File: src/trace_frame_writer_core_defines.svh
// Assertion macros shared by the trace frame writer RTL.
// Depends on nothing; included by the top level only.
`ifndef TRACE_FRAME_WRITER_CORE_DEFINES_SVH
`define TRACE_FRAME_WRITER_CORE_DEFINES_SVH

// same-cycle implication, disabled in reset
`define TFW_ASSERT_IMP(label, clk, rst_n, ante, cons, msg) \
  label: assert property (@(posedge clk) disable iff (!rst_n) (ante) |-> (cons)) \
    else $error(msg);

// next-cycle implication, disabled in reset
`define TFW_ASSERT_NXT(label, clk, rst_n, ante, cons, msg) \
  label: assert property (@(posedge clk) disable iff (!rst_n) (ante) |=> (cons)) \
    else $error(msg);

`endif

File: src/tfw_pkg.sv
// Shared types, codes, constants and check functions of the trace frame writer.
// Used by tfw_front, tfw_fifo, tfw_back and trace_frame_writer_core.
`timescale 1ns / 1ps

package tfw_pkg;

  localparam logic [1:0] OP_BEGIN = 2'd0;
  localparam logic [1:0] OP_WORD  = 2'd1;
  localparam logic [1:0] OP_END   = 2'd2;
  localparam logic [1:0] OP_NONE  = 2'd3;

  localparam logic CFG_MAGIC   = 1'b0;
  localparam logic CFG_VERSION = 1'b1;

  localparam logic [31:0] CRC_POLY  = 32'hEDB88320;
  localparam logic [31:0] CRC_INIT  = 32'hFFFFFFFF;
  localparam logic [63:0] FNV_BASIS = 64'hCBF29CE484222325;
  localparam logic [8:0]  FNV_PRIME_LO = 9'h1B3;
  localparam int          FNV_PRIME_SHIFT = 40;

  localparam logic [31:0] MAGIC_RST   = 32'h0000_0000;
  localparam logic [15:0] VERSION_RST = 16'h0001;

  typedef struct packed {
    logic [1:0]  kind;
    logic [31:0] value_bits;
    logic [63:0] plan_id;
    logic [15:0] sig_cnt;
    logic [31:0] row_cnt;
  } cmd_t;

  function automatic logic [31:0] crc_byte(input logic [31:0] crc, input logic [7:0] b);
    logic [31:0] c;
    c = crc ^ {24'h0, b};
    for (int i = 0; i < 8; i++) begin
      c = c[0] ? ((c >> 1) ^ CRC_POLY) : (c >> 1);
    end
    return c;
  endfunction

  // x * 0x100000001b3 mod 2^64
  function automatic logic [63:0] fnv_mul(input logic [63:0] x);
    logic [72:0] p;
    p = x * FNV_PRIME_LO;
    return (x << FNV_PRIME_SHIFT) + p[63:0];
  endfunction

endpackage

File: src/tfw_front.sv
// Input side: accepts stream transfers, drops unused operation codes and
// packs commands for the queue. Depends on tfw_pkg.
`timescale 1ns / 1ps

module tfw_front (
  input  logic            in_tvalid,
  output logic            in_tready,
  input  logic [143:0]    in_tdata,   // value_bits, plan_id, sig_cnt, row_cnt
  input  logic [1:0]      in_tuser,   // operation
  input  logic            q_full,
  output logic            q_push,
  output tfw_pkg::cmd_t   q_cmd
);

  assign in_tready = !q_full;
  assign q_push    = in_tvalid && !q_full && (in_tuser != tfw_pkg::OP_NONE);

  always_comb begin
    q_cmd.kind       = in_tuser;
    q_cmd.value_bits = in_tdata[31:0];
    q_cmd.plan_id    = in_tdata[95:32];
    q_cmd.sig_cnt    = in_tdata[111:96];
    q_cmd.row_cnt    = in_tdata[143:112];
  end

endmodule

File: src/tfw_fifo.sv
// Short command queue between the front and the back end.
// Depends on tfw_pkg for the command type.
`timescale 1ns / 1ps

module tfw_fifo #(
  parameter int DEPTH = 2
) (
  input  logic            clk,
  input  logic            rst_n,
  input  logic            push,
  input  tfw_pkg::cmd_t   din,
  input  logic            pop,
  output tfw_pkg::cmd_t   dout,
  output logic            full,
  output logic            empty
);

  localparam int AW = (DEPTH > 1) ? $clog2(DEPTH) : 1;
  localparam int CW = $clog2(DEPTH + 1);

  tfw_pkg::cmd_t  mem_r [DEPTH];
  logic [AW-1:0]  wr_ptr_r, rd_ptr_r;
  logic [CW-1:0]  count_r;

  assign full  = (count_r == CW'(DEPTH));
  assign empty = (count_r == '0);
  assign dout  = mem_r[rd_ptr_r];

  always_ff @(posedge clk) begin
    if (!rst_n) begin
      wr_ptr_r <= '0;
      rd_ptr_r <= '0;
      count_r  <= '0;
    end else begin
      if (push) begin
        wr_ptr_r <= (wr_ptr_r == AW'(DEPTH - 1)) ? '0 : wr_ptr_r + 1'b1;
      end
      if (pop) begin
        rd_ptr_r <= (rd_ptr_r == AW'(DEPTH - 1)) ? '0 : rd_ptr_r + 1'b1;
      end
      if (push && !pop) begin
        count_r <= count_r + 1'b1;
      end else if (pop && !push) begin
        count_r <= count_r - 1'b1;
      end
    end
  end

  always_ff @(posedge clk) begin
    if (push) begin
      mem_r[wr_ptr_r] <= din;
    end
  end

endmodule

File: src/tfw_back.sv
// Back end: runs one command at a time, byte-serial CRC-32 and FNV-1a-64,
// header build and word emission through an output register. Depends on tfw_pkg.
`timescale 1ns / 1ps

module tfw_back (
  input  logic            clk,
  input  logic            rst_n,
  input  tfw_pkg::cmd_t   cmd,
  input  logic            cmd_valid,
  output logic            cmd_pop,
  input  logic [31:0]     magic,
  input  logic [15:0]     version,
  output logic            out_tvalid,
  input  logic            out_tready,
  output logic [31:0]     out_tdata,  // output_word
  output logic            out_tlast
);

  localparam logic [2:0] ST_IDLE = 3'd0;
  localparam logic [2:0] ST_LEN  = 3'd1;
  localparam logic [2:0] ST_HCRC = 3'd2;
  localparam logic [2:0] ST_WORD = 3'd3;
  localparam logic [2:0] ST_EMIT = 3'd4;

  logic [2:0]  state_r, state_nxt;
  logic        out_valid_r, out_valid_nxt;
  logic [31:0] out_data_r, out_data_nxt;
  logic        out_last_r, out_last_nxt;
  logic [31:0] crc_r, crc_nxt;
  logic [63:0] fnv_r, fnv_nxt;
  logic [31:0] hcrc_r, hcrc_nxt;
  logic [31:0] w_r [8];
  logic [31:0] w_nxt [8];
  logic [4:0]  cnt_r, cnt_nxt;
  logic [2:0]  idx_r, idx_nxt;
  logic [2:0]  last_idx_r, last_idx_nxt;
  logic        emitted_r, emitted_nxt;

  logic        slot_free;
  logic [7:0]  byte_sel;
  logic [31:0] hcrc_step;
  logic [31:0] len_prod;

  assign out_tvalid = out_valid_r;
  assign out_tdata  = out_data_r;
  assign out_tlast  = out_last_r;

  assign slot_free = !out_valid_r || out_tready;
  assign byte_sel  = 8'(w_r[0] >> {cnt_r[1:0], 3'b000});
  assign hcrc_step = tfw_pkg::crc_byte(hcrc_r, byte_sel);
  assign len_prod  = w_r[2] * ({16'd0, w_r[1][31:16]} + 32'd1);

  always_comb begin
    state_nxt     = state_r;
    out_valid_nxt = out_valid_r && !out_tready;
    out_data_nxt  = out_data_r;
    out_last_nxt  = out_last_r;
    crc_nxt       = crc_r;
    fnv_nxt       = fnv_r;
    hcrc_nxt      = hcrc_r;
    w_nxt         = w_r;
    cnt_nxt       = cnt_r;
    idx_nxt       = idx_r;
    last_idx_nxt  = last_idx_r;
    emitted_nxt   = emitted_r;
    cmd_pop       = 1'b0;

    case (state_r)
      ST_IDLE: begin
        if (cmd_valid) begin
          cmd_pop = 1'b1;
          case (cmd.kind)
            tfw_pkg::OP_BEGIN: begin
              w_nxt[0]  = magic;
              w_nxt[1]  = {cmd.sig_cnt, version};
              w_nxt[2]  = cmd.row_cnt;
              w_nxt[3]  = cmd.plan_id[31:0];
              w_nxt[4]  = cmd.plan_id[63:32];
              w_nxt[7]  = '0;
              crc_nxt   = tfw_pkg::CRC_INIT;
              fnv_nxt   = tfw_pkg::FNV_BASIS;
              state_nxt = ST_LEN;
            end
            tfw_pkg::OP_WORD: begin
              w_nxt[0]    = cmd.value_bits;
              cnt_nxt     = '0;
              emitted_nxt = 1'b0;
              state_nxt   = ST_WORD;
            end
            tfw_pkg::OP_END: begin
              w_nxt[0]     = ~crc_r;
              w_nxt[1]     = fnv_r[31:0];
              w_nxt[2]     = fnv_r[63:32];
              idx_nxt      = '0;
              last_idx_nxt = 3'd2;
              state_nxt    = ST_EMIT;
            end
            default: begin
            end
          endcase
        end
      end
      ST_LEN: begin
        w_nxt[5]  = {len_prod[29:0], 2'b00};
        hcrc_nxt  = tfw_pkg::CRC_INIT;
        cnt_nxt   = '0;
        state_nxt = ST_HCRC;
      end
      ST_HCRC: begin
        // header words 0..5 rotate through slot 0, one byte per cycle
        hcrc_nxt = hcrc_step;
        cnt_nxt  = cnt_r + 5'd1;
        if (cnt_r[1:0] == 2'd3) begin
          for (int i = 0; i < 5; i++) begin
            w_nxt[i] = w_r[i+1];
          end
          w_nxt[5] = w_r[0];
        end
        if (cnt_r == 5'd23) begin
          w_nxt[6]     = ~hcrc_step;
          idx_nxt      = '0;
          last_idx_nxt = 3'd7;
          state_nxt    = ST_EMIT;
        end
      end
      ST_WORD: begin
        if (!cnt_r[2]) begin
          crc_nxt = tfw_pkg::crc_byte(crc_r, byte_sel);
          fnv_nxt = tfw_pkg::fnv_mul(fnv_r ^ {56'h0, byte_sel});
          cnt_nxt = cnt_r + 5'd1;
        end
        if (slot_free && !emitted_r) begin
          out_valid_nxt = 1'b1;
          out_data_nxt  = w_r[0];
          out_last_nxt  = 1'b1;
          emitted_nxt   = 1'b1;
        end
        if (cnt_nxt[2] && emitted_nxt) begin
          state_nxt = ST_IDLE;
        end
      end
      ST_EMIT: begin
        if (slot_free) begin
          out_valid_nxt = 1'b1;
          out_data_nxt  = w_r[0];
          out_last_nxt  = (idx_r == last_idx_r);
          for (int i = 0; i < 7; i++) begin
            w_nxt[i] = w_r[i+1];
          end
          idx_nxt = idx_r + 3'd1;
          if (idx_r == last_idx_r) begin
            state_nxt = ST_IDLE;
          end
        end
      end
      default: begin
        state_nxt = ST_IDLE;
      end
    endcase
  end

  always_ff @(posedge clk) begin
    if (!rst_n) begin
      state_r     <= ST_IDLE;
      out_valid_r <= 1'b0;
      crc_r       <= tfw_pkg::CRC_INIT;
      fnv_r       <= tfw_pkg::FNV_BASIS;
    end else begin
      state_r     <= state_nxt;
      out_valid_r <= out_valid_nxt;
      crc_r       <= crc_nxt;
      fnv_r       <= fnv_nxt;
    end
  end

  always_ff @(posedge clk) begin
    out_data_r <= out_data_nxt;
    out_last_r <= out_last_nxt;
    hcrc_r     <= hcrc_nxt;
    w_r        <= w_nxt;
    cnt_r      <= cnt_nxt;
    idx_r      <= idx_nxt;
    last_idx_r <= last_idx_nxt;
    emitted_r  <= emitted_nxt;
  end

endmodule

File: src/trace_frame_writer_core.sv
// Word item: four CRC/FNV byte steps in the back end, run while the word is emitted.
// Begin item: 1 length multiply, 24 header CRC bytes, 8 emitted words.
// End item: three trailer words. The queue takes items while the back end runs.
// Reset: rst_n synchronous, active low; clears queue and output valid, sets the checks
// to their initial values, and loads magic 0, version 1.
`timescale 1ns / 1ps
`include "trace_frame_writer_core_defines.svh"

module trace_frame_writer_core #(
  parameter int QUEUE_DEPTH = 2
) (
  input  logic          clk,
  input  logic          rst_n,
  input  logic          in_tvalid,
  output logic          in_tready,
  input  logic [143:0]  in_tdata,   // value_bits, plan_id, sig_cnt, row_cnt
  input  logic [1:0]    in_tuser,   // operation
  output logic          out_tvalid,
  input  logic          out_tready,
  output logic [31:0]   out_tdata,  // output_word
  output logic          out_tlast,  // last_word
  input  logic          cfg_we,
  input  logic          cfg_index,
  input  logic [31:0]   cfg_wdata
);

  logic [31:0]    magic_r;
  logic [15:0]    version_r;
  logic           q_push, q_pop, q_full, q_empty;
  logic           op_taken;
  tfw_pkg::cmd_t  q_in, q_out;

  assign op_taken = in_tvalid && in_tready && (in_tuser != tfw_pkg::OP_NONE);

  always_ff @(posedge clk) begin
    if (!rst_n) begin
      magic_r   <= tfw_pkg::MAGIC_RST;
      version_r <= tfw_pkg::VERSION_RST;
    end else if (cfg_we) begin
      case (cfg_index)
        tfw_pkg::CFG_MAGIC:   magic_r   <= cfg_wdata;
        tfw_pkg::CFG_VERSION: version_r <= cfg_wdata[15:0];
        default: begin
        end
      endcase
    end
  end

  tfw_front u_front (
    .in_tvalid (in_tvalid),
    .in_tready (in_tready),
    .in_tdata  (in_tdata),
    .in_tuser  (in_tuser),
    .q_full    (q_full),
    .q_push    (q_push),
    .q_cmd     (q_in)
  );

  tfw_fifo #(
    .DEPTH (QUEUE_DEPTH)
  ) u_fifo (
    .clk   (clk),
    .rst_n (rst_n),
    .push  (q_push),
    .din   (q_in),
    .pop   (q_pop),
    .dout  (q_out),
    .full  (q_full),
    .empty (q_empty)
  );

  tfw_back u_back (
    .clk        (clk),
    .rst_n      (rst_n),
    .cmd        (q_out),
    .cmd_valid  (!q_empty),
    .cmd_pop    (q_pop),
    .magic      (magic_r),
    .version    (version_r),
    .out_tvalid (out_tvalid),
    .out_tready (out_tready),
    .out_tdata  (out_tdata),
    .out_tlast  (out_tlast)
  );

  `TFW_ASSERT_IMP(a_push_room, clk, rst_n, q_push, !q_full, "push into full queue")
  `TFW_ASSERT_IMP(a_pop_data, clk, rst_n, q_pop, !q_empty, "pop from empty queue")
  `TFW_ASSERT_IMP(a_op_queued, clk, rst_n, op_taken, q_push, "accepted op not queued")
  `TFW_ASSERT_NXT(a_push_lands, clk, rst_n, q_push && !q_pop, !q_empty, "queue empty after push")

endmodule
File: config.mk
export PLATFORM = sky130hd
export DESIGN_NAME = trace_frame_writer_core
export DESIGN_NICKNAME = d
export VERILOG_FILES = /design/src/tfw_pkg.sv /design/src/tfw_front.sv /design/src/tfw_fifo.sv /design/src/tfw_back.sv /design/src/trace_frame_writer_core.sv
export VERILOG_INCLUDE_DIRS = /design/src /design/src/src
export SDC_FILE = /design/constraint.sdc
export NUM_CORES = 2
export LEC_CHECK = 0
export ABC_AREA = 1
export BUFFER_PORTS_ARGS = -buffer_cell sky130_fd_sc_hd__clkbuf_2
export CAP_MARGIN = 10
export CELL_PAD_IN_SITES_DETAIL_PLACEMENT = 1
export CELL_PAD_IN_SITES_GLOBAL_PLACEMENT = 1
export CORE_ASPECT_RATIO = 0.5
export CORE_MARGIN = 2
export CORE_UTILIZATION = 50
export CTS_CLUSTER_DIAMETER = 50
export DETAILED_ROUTE_END_ITERATION = 8
export GPL_TIMING_DRIVEN = 0
export HOLD_SLACK_MARGIN = 0.05
export PLACE_DENSITY = 0.87
export SYNTH_ARGS = -nofsm -noshare
export SYNTH_HDL_FRONTEND = slang
export SYNTH_SLANG_ARGS = --single-unit
File: constraint.sdc
create_clock -name clk -period 11.5 [get_ports clk]
set_input_delay 2.3 -clock clk [delete_from_list [all_inputs] [get_ports clk]]
set_output_delay 2.3 -clock clk [all_outputs]
set_load 0.01 [all_outputs]
==> run metrics <==
max-cap violations 0; Die W 469 um; Layout area overhead 11.1%; drt pass-1 iters 6; Final nets 7,087; max_slew headroom 8.86%; Required @ worst endpoint 11.86 ns; Netlist cell types 53; top-area cell type share of the netlist area 32.8%; Port Buf Inserts 217; CP endpoint kind register; largest net degree at the start of global routing 35; area leader, netlist edfxtp_1; Hold Slack 0.488 ns; DR vias/cell 5.88; Syn Area/Cell 9.33 um^2; H-tree levels 3; first-pass GRT wire length 309,000 um; CTS max path bufs 3; worst setup path category reg -> reg; total gr overflow 0; largest cells by area after synthesis edfxtp_1 (33%), fa_1 (20%), nand2_1 (8.2%); commonest cells in the netlist nand2_1 (1,178), inv_1 (1,076), edfxtp_1 (591); Remaining DRCs 0; share of layout cells above drive strength 1 7.14%; worst slew pin tran 1.37 ns; Final period util 79.9%; CP max FO 10; RSZ-0062 raised after global routing false; count of pins over their slew limit 0; DIE HEIGHT 237 um; post-synth net total 6,767; post-CTS sizing 0; initial antenna violation count 20; Post-synth EDFFs 591; clock skew 0.0453 ns; CP Launch Type register; Worst path slowest cell clkbuf_1; YS warnings 0; Peak Freq 109 MHz; clock transition at the registers of the reported paths 0.07 ns; Synth Flop Type edfxtp_1; Root Buffer clkbuf_16; setup repair bufs after CTS 0; Final Hold Vio Count 0; number of buffers created by CTS 80; HPWL after DPL 172,000 um; fin util 56.0%; core area 107,000 um^2; CP max stage delay 0.74 ns; count leader, synth nand2_1; Setup WS post-layout 2.31 ns; register area share after synthesis 38.4%; number of global-route vias before repair 48,400; via count 44,900; gr usage total 37.9%; ANT nets after route 0; drt wl/cell 27.6 um; dpl ws 2.53 ns; Total Wirelength 211,000 um; Boundary Pins 219; DR iter-0 viols 4,959; synthesized flop and latch total 744; Mapped Area 54,100 um^2; GPL Wtd Cong 0.999; Layout fillers 12,300; status completed; Sum Neg Setup Slack 0 ns; CTS tree done; Initial Util 50.4%; FP Rows 85; Die Footprint 111,000 um^2; endpoints failing setup 0; Clock Latency Late Sink 0.69 ns; fin crit period 9.19 ns; Async S/R FF share, synth 0%; clk sink count 744; Mapped Cells 5,804; cts hold-fix bufs 0; Worst EP arrival 9.55 ns; hold crit path type reg -> reg
[state kept, by name, summed over array words and instances (netlist names), named ones only]
name and flops:
u_fifo.wr_ptr_r 1, u_back.idx_r 3, u_back.out_tdata 32, u_back.crc_r 32, magic_r 32, u_back.last_idx_r 1, u_back.cnt_r 5, u_back.out_tvalid 1
version_r 16, u_fifo.mem_r 292, u_fifo.count_r 2, u_back.fnv_r 64, u_back.w_r 224, u_fifo.rd_ptr_r 1, u_back.hcrc_r 32, u_back.emitted_r 1
u_back.state_r 3, u_back.out_tlast 1
[through the flow]
stage / cells / instance area (um^2)
after global routing: 7634 / 60100
after detailed placement: 7477 / 57500
after floorplan: 5804 / 54100
after global placement: 7456 / 57000
after CTS: 7627 / 60100
final: 7636 / 60100
[area by class of cell]
class	instances	area, um^2	area share, %
Multi-Input combinational cell	3752	28400	47.3
Clock buffer	99	2150	3.57
Tap cell	1435	1800	2.99
Inverter	1091	4100	6.82
Antenna cell	9	22.5	0.0375
Timing Repair Buffer	238	1500	2.49
Sequential cell	744	20800	34.6
Buffer	217	850	1.41
Clock inverter	51	447	0.743
[path summary, 6_finish.rpt]
check | from | end | slack, ns | cells past startpoint
worst max-delay path | u_back.w_r[208] | u_back.w_r[94] | 2.31 | 30
worst min-delay path | u_back.w_r[246] | u_back.out_tdata[22] | 0.49 | 0
worst min register to register | u_back.w_r[246] | u_back.out_tdata[22] | 0.49 | 0
worst max register to register | u_back.w_r[208] | u_back.w_r[94] | 2.31 | 30
[cell usage in the layout, fill, tap and decap left out, drive strengths merged, types with 153 or more instances in the layout]
| cell type | count |
|---|---|
| nand3 | 186 |
| clkbuf | 505 |
| ha | 242 |
| fa | 537 |
| edfxtp | 591 |
| o21ai | 272 |
| dfxtp | 153 |
| nand2 | 1189 |
| a21oi | 233 |
| inv | 1094 |
| nor2 | 515 |
[logic make-up after synthesis]
| group | after synthesis | share of synthesized area, % |
|---|---|---|
| buffers and inverters | 1308 | 9.15 |
| flip-flops | 744 | 38.4 |
| AND/OR/NAND/NOR | 1974 | 14.6 |
| adder cells (fa/ha/maj) | 779 | 25.5 |
| XOR/XNOR | 188 | 3.58 |
| AO/OA/AOI/OAI | 811 | 8.81 |
[per-layer routing]
layer	up-vias	part of all wire, %	track usage [%]
met5	-	0.028	0
met4	8	6.0	20.0
met3	585	8.4	6.59
met2	2186	47	62.3
met1	23000	39	48.3
li1	19200	-	-
[worst max-delay path: cells and delay by family, from the launching register on]
kind,cells,cell delay (ns)
buffers and inverters,8,1.89
adders and majority gates,7,3.45
DFF,1,0.41
AOI/OAI and AO/OA,1,0.11
and+or+nand+nor,14,3.00
Power is not shown: default switching activity piles up to over one toggle a cycle in this logic, so the estimate is an artifact.
